<file path="src/design/fkt_pkg.sv">
// shared types and constants of the free-slot tracker
`default_nettype none

package fkt_pkg;

	// tree size
	localparam int LOG_SLOTS = 15;
	localparam int SLOTS     = 1 << LOG_SLOTS;
	localparam int ADDR_W    = LOG_SLOTS;
	localparam int NODE_W    = LOG_SLOTS + 1;
	localparam int CNT_W     = NODE_W;
	localparam int MEM_W     = CNT_W + 1;

	// request and result field widths
	localparam int FIELD_W = 16;
	localparam int EXT_W   = (NODE_W > FIELD_W) ? NODE_W : FIELD_W;

	typedef enum logic [1:0] {
		KIND_CLEAR = 2'd0,
		KIND_MARK  = 2'd1,
		KIND_COUNT = 2'd2,
		KIND_FIND  = 2'd3
	} kind_t;

	typedef struct packed {
		kind_t               kind;
		logic [FIELD_W-1:0]  slot_index;
		logic [FIELD_W-1:0]  rank;
	} req_t;

	typedef struct packed {
		logic [FIELD_W-1:0] value;
		logic               found;
		logic               error;
	} rsp_t;

	// shared add / subtract unit
	typedef struct packed {
		logic [EXT_W-1:0] a;
		logic [EXT_W-1:0] b;
		logic             sub;
	} alu_req_t;

	typedef struct packed {
		logic [EXT_W-1:0] res;
		logic             b_lt_a;
	} alu_rsp_t;

endpackage

`default_nettype wire

</file>
<file path="src/design/fkt_alu.sv">
// shared adder, subtractor and comparator of the tracker
`default_nettype none

module fkt_alu
	import fkt_pkg::*;
(
	input  alu_req_t op,
	output alu_rsp_t res
);

	logic [EXT_W:0] sum;

	always_comb begin
		if (op.sub) begin
			sum = {1'b0, op.a} - {1'b0, op.b};
		end else begin
			sum = {1'b0, op.a} + {1'b0, op.b};
		end
		res.res    = sum[EXT_W-1:0];
		// b < a exactly when a - b neither borrows nor is zero
		res.b_lt_a = op.sub && !sum[EXT_W] && (sum[EXT_W-1:0] != '0);
	end

endmodule

`default_nettype wire
</file>
<file path="config.mk">
export PLATFORM = sky130hd
export DESIGN_NAME = fkt_alu
export DESIGN_NICKNAME = d
export VERILOG_FILES = /design/src/design/fkt_pkg.sv /design/src/design/fkt_alu.sv
export SDC_FILE = /design/constraint.sdc
export NUM_CORES = 1
export LEC_CHECK = 0
export BUFFER_PORTS_ARGS = -buffer_cell sky130_fd_sc_hd__buf_2
export CAP_MARGIN = 25
export CORE_AREA = 2 2 67 69
export DETAILED_ROUTE_END_ITERATION = 16
export DIE_AREA = 0 0 69 71
export GPL_TIMING_DRIVEN = 0
export SLEW_MARGIN = 20
export SYNTH_ARGS = -nofsm -noshare
export SYNTH_HDL_FRONTEND = slang
export SYNTH_SLANG_ARGS = --single-unit
export TNS_END_PERCENT = 10
</file>
<file path="constraint.sdc">
create_clock -name vclk -period 2.9
set_input_delay 0.29 -clock vclk [all_inputs]
set_output_delay 0.29 -clock vclk [all_outputs]
set_load 0.02 [all_outputs]
</file>
After elaboration in Yosys (flattened, before gate mapping)
Cells that the tools add are included.
{"block": "totals", "reg_bits": 0, "latchBits": 0, "ram_bits": 0, "rom_bits": 0, "input_bits": 33, "output_inout_bits": 17, "elab_cells": 7, "memories": 0}
{"block": "op_classes", "addsub": 2, "mul": 0, "n_div": 0, "magnitude_cmp": 0, "n_eq_ne": 0, "shifts": 0, "muxes": 1, "n_bitwise": 0, "reduce_logical": 4}
{"operator": "16-bit by 16-bit adder with 17-bit output", "n": 1}
{"operator": "17-bit 2-to-1 mux", "n": 1}
{"operator": "16-bit by 16-bit subtractor with 17-bit output", "n": 1}
{"operator": "16-bit nonzero test", "n": 1}
{"operator": "1-bit logical AND", "n": 2}
{"operator": "1-bit zero test", "n": 1}

Longest topological paths before layout
Gate-level depths: netlist of run 1.
{"block": "depth", "ltp_word": 5, "ltp_mapped": 15, "mapped_depth_nobuf": 14}

Worst setup path after synthesis of run 1
Ideal clock, no wire load.
{"block": "synth_path", "kind": "input-to-output", "start": "input port op[4] (netlist name)", "end": "output port res[0] (netlist name)", "t_arrival_ns": 3.253, "required_ns": 2.610, "setup_slack_ns": -0.643, "cell_stages": 14, "n_path_buf": 1, "cell_sequence": "nor3_1 and3_1 a31oi_1 xnor2_1 ha_1 and2_1 clkbuf_1 nor3_1 a21oi_1 o211ai_1 a311oi_1 nor2_1 and4b_1 a31oi_1"}
{"element": "start, declared", "line": "fkt_alu.sv:7", "source": "input alu_req_t op,"}
{"element": "end, declared", "line": "fkt_alu.sv:8", "source": "output alu_rsp_t res"}

==> results of run 1 <==
power by group:
group / internal (mW) / total [mW] / switching (mW)
clock: 0 / 0 / 0
combinational: 0.330 / 0.731 / 0.401
sequential: 0 / 0 / 0
total: 0.330 / 0.731 / 0.401
cell type report:
cell class / count / area, um^2 / area share (%)
multi-input combinational: 153 / 1410 / 72.3
inverter: 9 / 33.8 / 1.73
timing repair buffer: 66 / 418 / 21.4
tap: 52 / 65.1 / 3.33
buffer: 3 / 23.8 / 1.22
cell usage after synthesis, types with 3 or more instances:
cell,instances
nor2_1,19
xnor2_1,19
ha_1,17
a21oi_1,11
inv_1,9
nor3_1,7
a31oi_1,6
nand2_1,6
o21ai_0,6
xor2_1,6
nand3_1,5
o211ai_1,4
a21o_1,3
and3_1,3
clkbuf_1,3
per-layer routing:
metal	vias up	global-route usage, %	wire length, um
met2	24	28.1	1890
met1	637	17.7	1640
met4	0	0	0
met5	-	0	0
li1	746	-	-
met3	0	1.14	120
timing repair:
action,CTS,global route
hold endpoints to repair,0,0
setup endpoints to repair,8,8
resized for setup,31,22
buffers inserted,13,3
pin swaps,22,22
critical path, stage by stage:
cell	delay (ns)
buf_2	0.14
clkbuf_8	0.18
a21oi_1	0.16
xnor2_1	0.16
ha_2	0.36
or2_4	0.26
and3_4	0.19
a221oi_4	0.31
buf_4	0.16
nor2_1	0.04
nor3_2	0.13
nor2_1	0.07
and4b_2	0.26
a31oi_4	0.16
buf_6	0.13
final timing paths:
kind	endpoint	slack (ns)
setup / recovery	res[0]	-0.39
hold / removal	res[1]	1.02
kinds of logic after synthesis:
logic type / Yosys count
simple gates: 59
compound gates: 50
xor+xnor: 25
fa+ha+maj: 18
buf+inv: 12
mux: 1
metrics by stage:
stage / cells / util, % / worst slack, ns / area (um^2)
after floorplan: 165 / - / -0.207 / 1310
after global routing: 283 / 46.4 / -0.571 / 1950
after CTS: 280 / 44.0 / -0.412 / 1850
after global placement: 267 / 38.7 / -0.621 / 1630
after detailed placement: 267 / 38.7 / -0.646 / 1630
final: 283 / 46.4 / -0.386 / 1950
cell usage in the layout, fill, tap and decap left out, drive strengths merged, types with 2 or more instances in the layout:
cell / count
a211oi: 3
a21o: 3
a21oi: 11
a311oi: 2
a31oi: 6
and2: 2
and3: 4
buf: 67
clkbuf: 2
ha: 17
inv: 9
nand2: 6
nand2b: 2
nand3: 5
nor2: 20
nor2b: 2
nor3: 8
o211ai: 5
o21ai: 9
o21bai: 2
xnor2: 19
xor2: 6
==> metrics.md, run 1 <==
| Metric | Value |
|---|---|
| Setup violations, final | `3` |
| IO Pins | `50` |
| Storage element area | `0 um^2` |
| Final hold vios | `0` |
| Fill cells | `447` |
| Req. time, crit path | `2.61 ns` |
| Crit. Startpoint | `op[0]` |
| Total track usage | `14.2%` |
| Starting density of the core | `28.6%` |
| Unrepaired setup endpoints after global routing | `yes` |
| Largest net degree at the start of global routing | `11` |
| Global-route wire length before repair | `6050 um` |
| Worst min path class | `input port to output pin` |
| # diodes | `0` |
| Final min period | `3.29 ns` |
| Hold path start | `op[1]` |
| Adder-Cell Fraction of Synth Area | `19.3%` |
| Total die area | `4900 um^2` |
| Rows | `24` |
| CLK BUF | `0` |
| Warnings from Yosys | `0` |
| Vias in the first global route | `1393` |
| Synthesized cell area | `1200 um^2` |
| Setup_tns | `-0.762 ns` |
| Area grow syn2layout | `62.2%` |
| Largest cells by area after synthesis | `ha_1, xnor2_1, nor2_1` |
| Detailed Routing Iterations Pass 1 | `4` |
| Violated checks | `negative setup slack` |
| Maxcap violations | `0` |
| Num sequential | `0` |
| Seq/Total Area, Yosys | `0%` |
| CP arrival | `3.00 ns` |
| Die Height | `71 um` |
| Fin. max-slew vios | `0` |
| DRT iter0 DRCs | `36` |
| Die W | `69 um` |
| Vias/cell | `4.97` |
| Part of the cycle the worst path needs | `113%` |
| Outcome | `complete, but fails checks` |
| Routed len/inst | `12.9 um` |
| Post-route ant nets | `0` |
| Compound-Gate Fraction of Synth Area | `29.8%` |
| Cell leakage power | `0.853 nW` |
| Syn Inst Count | `165` |
| Hold Buf Count CTS | `0` |
| Largest family of logic cells by synthesized area | `compound AO/OA/AOI/OAI gates` |
| Grt total ovfl | `0` |
| Multiplexer area fraction after synthesis | `0.832%` |
| Worst Setup Start Kind | `input port` |
| Mapped Nets | `216` |
| Via count | `1407` |
| Synth Area in Simple Gates | `28.1%` |
| Synth Area in XOR/XNOR | `18.2%` |
| Hold path depth | `4` |
| Power per Cell Area | `375 nW/um^2` |
| Crit-path max FO | `10` |
| Initial antenna violation count | `0` |
| Syn_area_per_cell | `7.29 um^2` |
| Final hold slack | `1.02 ns` |
| Fmax | `304 MHz` |
| DP HPWL | `2890 um` |
| Drt total wl | `3650 um` |
| IO Port Bufs | `50` |
| Final Wtd Congestion | `0.832` |
| Worst slew margin | `77.6%` |
| Post-synth top area cell | `ha_1` |
| Post-synthesis cell type count | `50` |
| Layout cells sized above 1 | `51.5%` |
| Crit. End Element | `output pin` |
| CORE AREA | `4200 um^2` |
| Maximum vdd drop | `0.000112 V` |
| Synth top area share | `17.7%` |
| Worst setup margin | `-0.386 ns` |
| Kind of critical path | `input port to output pin` |
| Total power | `0.731 mW` |
| Worst-Margin Slew | `0.336 ns` |
| Nets@finish | `284` |
| Post-route DRC violation count | `0` |
Note: power is estimated with default switching activity, not from simulation.
==> run 2, diff against run 1 <==
--- a/config.mk
+++ b/config.mk
@@ -7,10 +7,13 @@
 export LEC_CHECK = 0
 export BUFFER_PORTS_ARGS = -buffer_cell sky130_fd_sc_hd__buf_2
 export CAP_MARGIN = 25
-export CORE_AREA = 2 2 67 69
+export CELL_PAD_IN_SITES_DETAIL_PLACEMENT = 2
+export CELL_PAD_IN_SITES_GLOBAL_PLACEMENT = 2
+export CORE_AREA = 2 2 74 76
 export DETAILED_ROUTE_END_ITERATION = 16
-export DIE_AREA = 0 0 69 71
+export DIE_AREA = 0 0 76 78
 export GPL_TIMING_DRIVEN = 0
+export PLACE_DENSITY_LB_ADDON = 0.1
 export SLEW_MARGIN = 20
 export SYNTH_ARGS = -nofsm -noshare
 export SYNTH_HDL_FRONTEND = slang
==> run 2 against run 1 <==
- hold slack worse by 0.0092 ns
- first-iteration DRC count down 42%
- routed wire length grew 44%
- highest routed layer is now met4
- flip-flop and latch count unchanged
- critical endpoint unchanged
- largest power group unchanged
- largest cell class unchanged
- maximum frequency is 3.0% lower
- the flow still finishes with violations (negative setup slack)
- die area grew 21%
- sequential share of layout area unchanged
==> metrics.md, run 2 (same netlist as run 1, synthesis figures left out) <==
| Metric | Value |
|---|---|
| Via count | `1547` |
| Die Height | `78 um` |
| Violated checks | `negative setup slack` |
| # diodes | `0` |
| Hold Buf Count CTS | `0` |
| Power per Cell Area | `388 nW/um^2` |
| Crit-path max FO | `10` |
| CP peak stage delay | `0.36 ns` |
| Worst-Margin Slew | `0.394 ns` |
| Total track usage | `16.4%` |
| Unrepaired setup endpoints after global routing | `yes` |
| Starting density of the core | `23.9%` |
| DP HPWL | `3990 um` |
| Crit. End Element | `output pin` |
| Non-filler cells in the finished layout | `306` |
| Most frequent cells in the layout | `buf_2, buf_4, nor2_1, xnor2_1` |
| Logic pwr share | `100.0%` |
| Fmax | `295 MHz` |
| Grt total ovfl | `0` |
| Final Wtd Congestion | `0.761` |
| Final hold vios | `0` |
| Vias in the first global route | `1674` |
| Sw frac | `53.9%` |
| Layout cells sized above 1 | `55.5%` |
| Maxcap violations | `0` |
| Worst Setup Start Kind | `input port` |
| Post-route DRC violation count | `0` |
| Total die area | `5930 um^2` |
| Post-route ant nets | `0` |
| IO Port Bufs | `50` |
| Largest net degree at the start of global routing | `11` |
| Total power | `0.830 mW` |
| Die W | `76 um` |
| Worst slew margin | `73.5%` |
| Area grow syn2layout | `77.5%` |
| IO Pins | `50` |
| Final min period | `3.39 ns` |
| DRT iter0 DRCs | `21` |
| Clk network pwr share | `0%` |
| Commonest non-fill, non-tap cell in the layout | `buf_2` |
| Setup violations, final | `5` |
| Detailed Routing Iterations Pass 1 | `3` |
| CP arrival | `3.10 ns` |
| Fin. max-slew vios | `0` |
| Kind of critical path | `input port to output pin` |
| Outcome | `complete, but fails checks` |
| Num sequential | `0` |
| Sequential power share | `0%` |
| DP Cell Count | `285` |
| Switching power | `0.447 mW` |
| Worst min path class | `input port to output pin` |
| Storage element area | `0 um^2` |
| Drt total wl | `5250 um` |
| Vias/cell | `5.06` |
| Cell Chain, Critical Path | `buf_2, clkbuf_16, nor2_1, xnor2_1, ha_2, a211oi_2, o21ai_1, a221oi_4, xnor2_1, nor2_1, nor4b_2, and4b_2, a31oi_4, buf_6` |
| CORE AREA | `5040 um^2` |
| Max stage delay cell, worst path | `ha_2` |
| Req. time, crit path | `2.61 ns` |
| Nets@finish | `289` |
| P_int | `0.382 mW` |
| Rows | `26` |
| Maximum vdd drop | `0.000191 V` |
| Part of the cycle the worst path needs | `117%` |
| Initial antenna violation count | `0` |
| Global-route wire length before repair | `8160 um` |
| Worst setup margin | `-0.486 ns` |
| CLK BUF | `0` |
| Cell leakage power | `0.896 nW` |
| Routed len/inst | `17.1 um` |
-- run 2: cell types whose count changed in the layout (fill, tap and decap cells not counted), sizes merged --
cell | before | now
buf | 67 | 73
clkbuf | 2 | 1
-- run 2: per-layer routing --
layer / up-vias / track usage (%) / wire (um)
met4: 0 / 2.91 / 92
met5: - / 0 / 0
met3: 6 / 1.74 / 180
met2: 33 / 32.8 / 2850
li1: 756 / - / -
met1: 752 / 19.0 / 2120
-- run 2: stage by stage --
step / utilization, % / hold slack [ns] / area (um^2) / setup TNS [ns] / setup WS (ns)
2_1_floorplan: - / 0.796 / 1310 / -0.301 / -0.207
3_3_place_gp: 32.7 / 1.02 / 1650 / -2.26 / -0.696
3_5_place_dp: 32.7 / 1.03 / 1650 / -2.75 / -0.777
4_1_cts: 37.1 / 1.03 / 1870 / -1.11 / -0.500
5_1_grt: 42.4 / 1.05 / 2140 / -2.17 / -0.623
6_report: 42.4 / 1.02 / 2140 / -1.23 / -0.486
-- run 2: worst max-delay path: cells and delay by family --
kind | cells | cell delay (ns)
adder cells (fa/ha/maj) | 1 | 0.36
AND/OR/NAND/NOR | 4 | 0.70
XOR/XNOR | 2 | 0.39
buffers and inverters | 3 | 0.50
AO/OA/AOI/OAI | 4 | 0.86
-- run 2: cell type report --
| cell class | instances | area, um^2 |
|---|---|---|
| fill | 568 | 2910 |
| multi-input combinational | 153 | 1520 |
| timing repair buffer | 72 | 467 |
| tap | 70 | 87.6 |
| inverter | 9 | 33.8 |
| buffer | 2 | 32.5 |
-- run 2: repair_timing --
item / in CTS / in global routing
pin swaps: 20 / 34
setup buffers: 11 / 11
resized for setup: 35 / 35
gates cloned: 0 / 0
endpoints found under the setup margin: 8 / 10
-- run 2: power by group through the flow --
stage / combinational, mW / clock (mW) / sequential (mW)
detailed placement: 0.637 / 0 / 0
finish: 0.830 / 0 / 0
floorplan: 0.450 / 0 / 0
global route: 0.897 / 0 / 0
global placement: 0.616 / 0 / 0
CTS: 0.713 / 0 / 0
-- run 2: final timing paths --
path                     end  cells past startpoint  startpoint
worst max-delay path  res[0]                     14       op[0]
worst min-delay path  res[1]                      4       op[1]
==> run 3, diff against run 2 <==
--- a/config.mk
+++ b/config.mk
@@ -13,6 +13,7 @@
 export DETAILED_ROUTE_END_ITERATION = 16
 export DIE_AREA = 0 0 76 78
 export GPL_TIMING_DRIVEN = 0
+export MAX_ROUTING_LAYER = met4
 export PLACE_DENSITY_LB_ADDON = 0.1
 export SLEW_MARGIN = 20
 export SYNTH_ARGS = -nofsm -noshare
==> run 3 against run 2 <==
- the run still ends with negative setup slack left
- count of clock-buffer cells in the layout did not move
- total power barely moved
- hold slack barely moved
- critical path depth rose by 1
- die area did not move
- flip-flop and latch count did not move
- via count rose by 0.19%
- combinational power barely moved
- critical path type unchanged
- highest routed layer unchanged
==> metrics.md, run 3 (same netlist as run 1, synthesis figures left out) <==
| Metric | Value |
|---|---|
| DP Cell Count | `285` |
| Fin. max-slew vios | `0` |
| Commonest non-fill, non-tap cell in the layout | `buf_2` |
| Power per Cell Area | `387 nW/um^2` |
| Nets@finish | `290` |
| Area grow syn2layout | `78.2%` |
| Non-filler cells in the finished layout | `307` |
| IO Port Bufs | `50` |
| CORE AREA | `5040 um^2` |
| Worst path most repeated cell | `nor2_2` |
| Initial antenna violation count | `0` |
| Vias/cell | `5.05` |
| Vias in the first global route | `1675` |
| Max stage delay cell, worst path | `or4b_4` |
| Fin area | `2140 um^2` |
| Violated checks | `negative setup slack` |
| CLK BUF | `0` |
| Setup violations, final | `5` |
| Crit. End Element | `output pin` |
| Worst Setup Start Kind | `input port` |
| CP arrival | `3.08 ns` |
| Final min period | `3.37 ns` |
| Final hold vios | `0` |
| Cell leakage power | `0.902 nW` |
| # diodes | `0` |
| Maximum vdd drop | `0.000190 V` |
| Kind of critical path | `input port to output pin` |
| Layout cells sized above 1 | `55.7%` |
| Maxcap violations | `0` |
| Routed len/inst | `17.0 um` |
| DP HPWL | `3990 um` |
| Cell Chain, Critical Path | `buf_8, nor3_4, and3_4, nor2_2, xnor2_2, ha_4, and4_4, a21oi_2, or4b_4, nor2_2, a311oi_2, nor2_1, and4b_2, a31oi_4, buf_6` |
| Cell Area, Placed | `1650 um^2` |
| Worst-Margin Slew | `0.393 ns` |
| Unrepaired setup endpoints after global routing | `yes` |
| Num sequential | `0` |
| Worst setup margin | `-0.473 ns` |
| Post-route ant nets | `0` |
| Rows | `26` |
| Total track usage | `16.9%` |
| Post-route DRC violation count | `0` |
| Global-route wire length before repair | `8150 um` |
| IO Pins | `50` |
| Detailed Routing Iterations Pass 1 | `2` |
| Worst slew margin | `73.6%` |
| Fmax | `296 MHz` |
| Largest net degree at the start of global routing | `11` |
| Drt total wl | `5230 um` |
| Req. time, crit path | `2.61 ns` |
| Outcome | `complete, but fails checks` |
| Final core occ | `42.5%` |
| DRT iter0 DRCs | `21` |
| Total die area | `5930 um^2` |
| Die W | `76 um` |
| Final Wtd Congestion | `0.771` |
| Most frequent cells in the layout | `buf_2, buf_4, nor2_1, xnor2_1` |
| Total power | `0.829 mW` |
| Starting density of the core | `23.9%` |
| Die Height | `78 um` |
| CP peak stage delay | `0.48 ns` |
| Crit-path max FO | `4` |
| Storage element area | `0 um^2` |
| Grt total ovfl | `0` |
| Part of the cycle the worst path needs | `116%` |
| Worst min path class | `input port to output pin` |
| Via count | `1550` |
run 3: changes by cell type in the layout (fill, tap and decap cells not counted), sizes merged:
cell	previous run	this run
buf	73	74
run 3: final timing paths:
kind / slack (ns) / cells past startpoint / from / end
worst max-delay path: -0.47 / 15 / op[5] / res[0]
worst min-delay path: 1.02 / 4 / op[1] / res[1]
run 3: repair_timing:
action	in CTS	in global routing
buffers inserted	11	12
hold buffers	0	0
setup endpoints to repair	8	10
endpoints found under the hold margin	0	0
gates resized for setup	35	35
pin swaps	20	34
run 3: critical path: cells and delay by family:
kind,cells,cell delay [ns]
and+or+nand+nor,8,1.75
AOI/OAI and AO/OA,3,0.33
adders and majority gates,1,0.26
buffers and inverters,2,0.24
xor gates and xnor gates,1,0.21
run 3: power by group:
part           internal, mW  leakage [nW]  switching, mW
registers                 0             0              0
clock network             0             0              0
logic                 0.383         0.902          0.447
total                 0.383         0.902          0.447
run 3: routing by layer:
layer	part of all wire (%)	global-route usage (%)	vias up
li1	-	-	758
met1	40	19.3	757
met2	55	32.9	31
met3	3.1	1.16	4
met4	1.2	2.91	0
met5	0	-	-
run 3: stage by stage:
step / TNS, ns / hold WS (ns) / setup WS [ns]
after floorplan: -0.301 / 0.796 / -0.207
after global placement: -2.26 / 1.02 / -0.696
after detailed placement: -2.75 / 1.03 / -0.777
after CTS: -1.11 / 1.03 / -0.500
after global routing: -2.16 / 1.05 / -0.624
final: -1.18 / 1.02 / -0.473
run 3: final cells by class:
type | instances | area (um^2)
inverters | 9 | 33.8
multi-input cells | 153 | 1520
repair buffers | 73 | 474
well taps | 70 | 87.6
fillers | 567 | 2900
plain buffers | 2 | 32.5
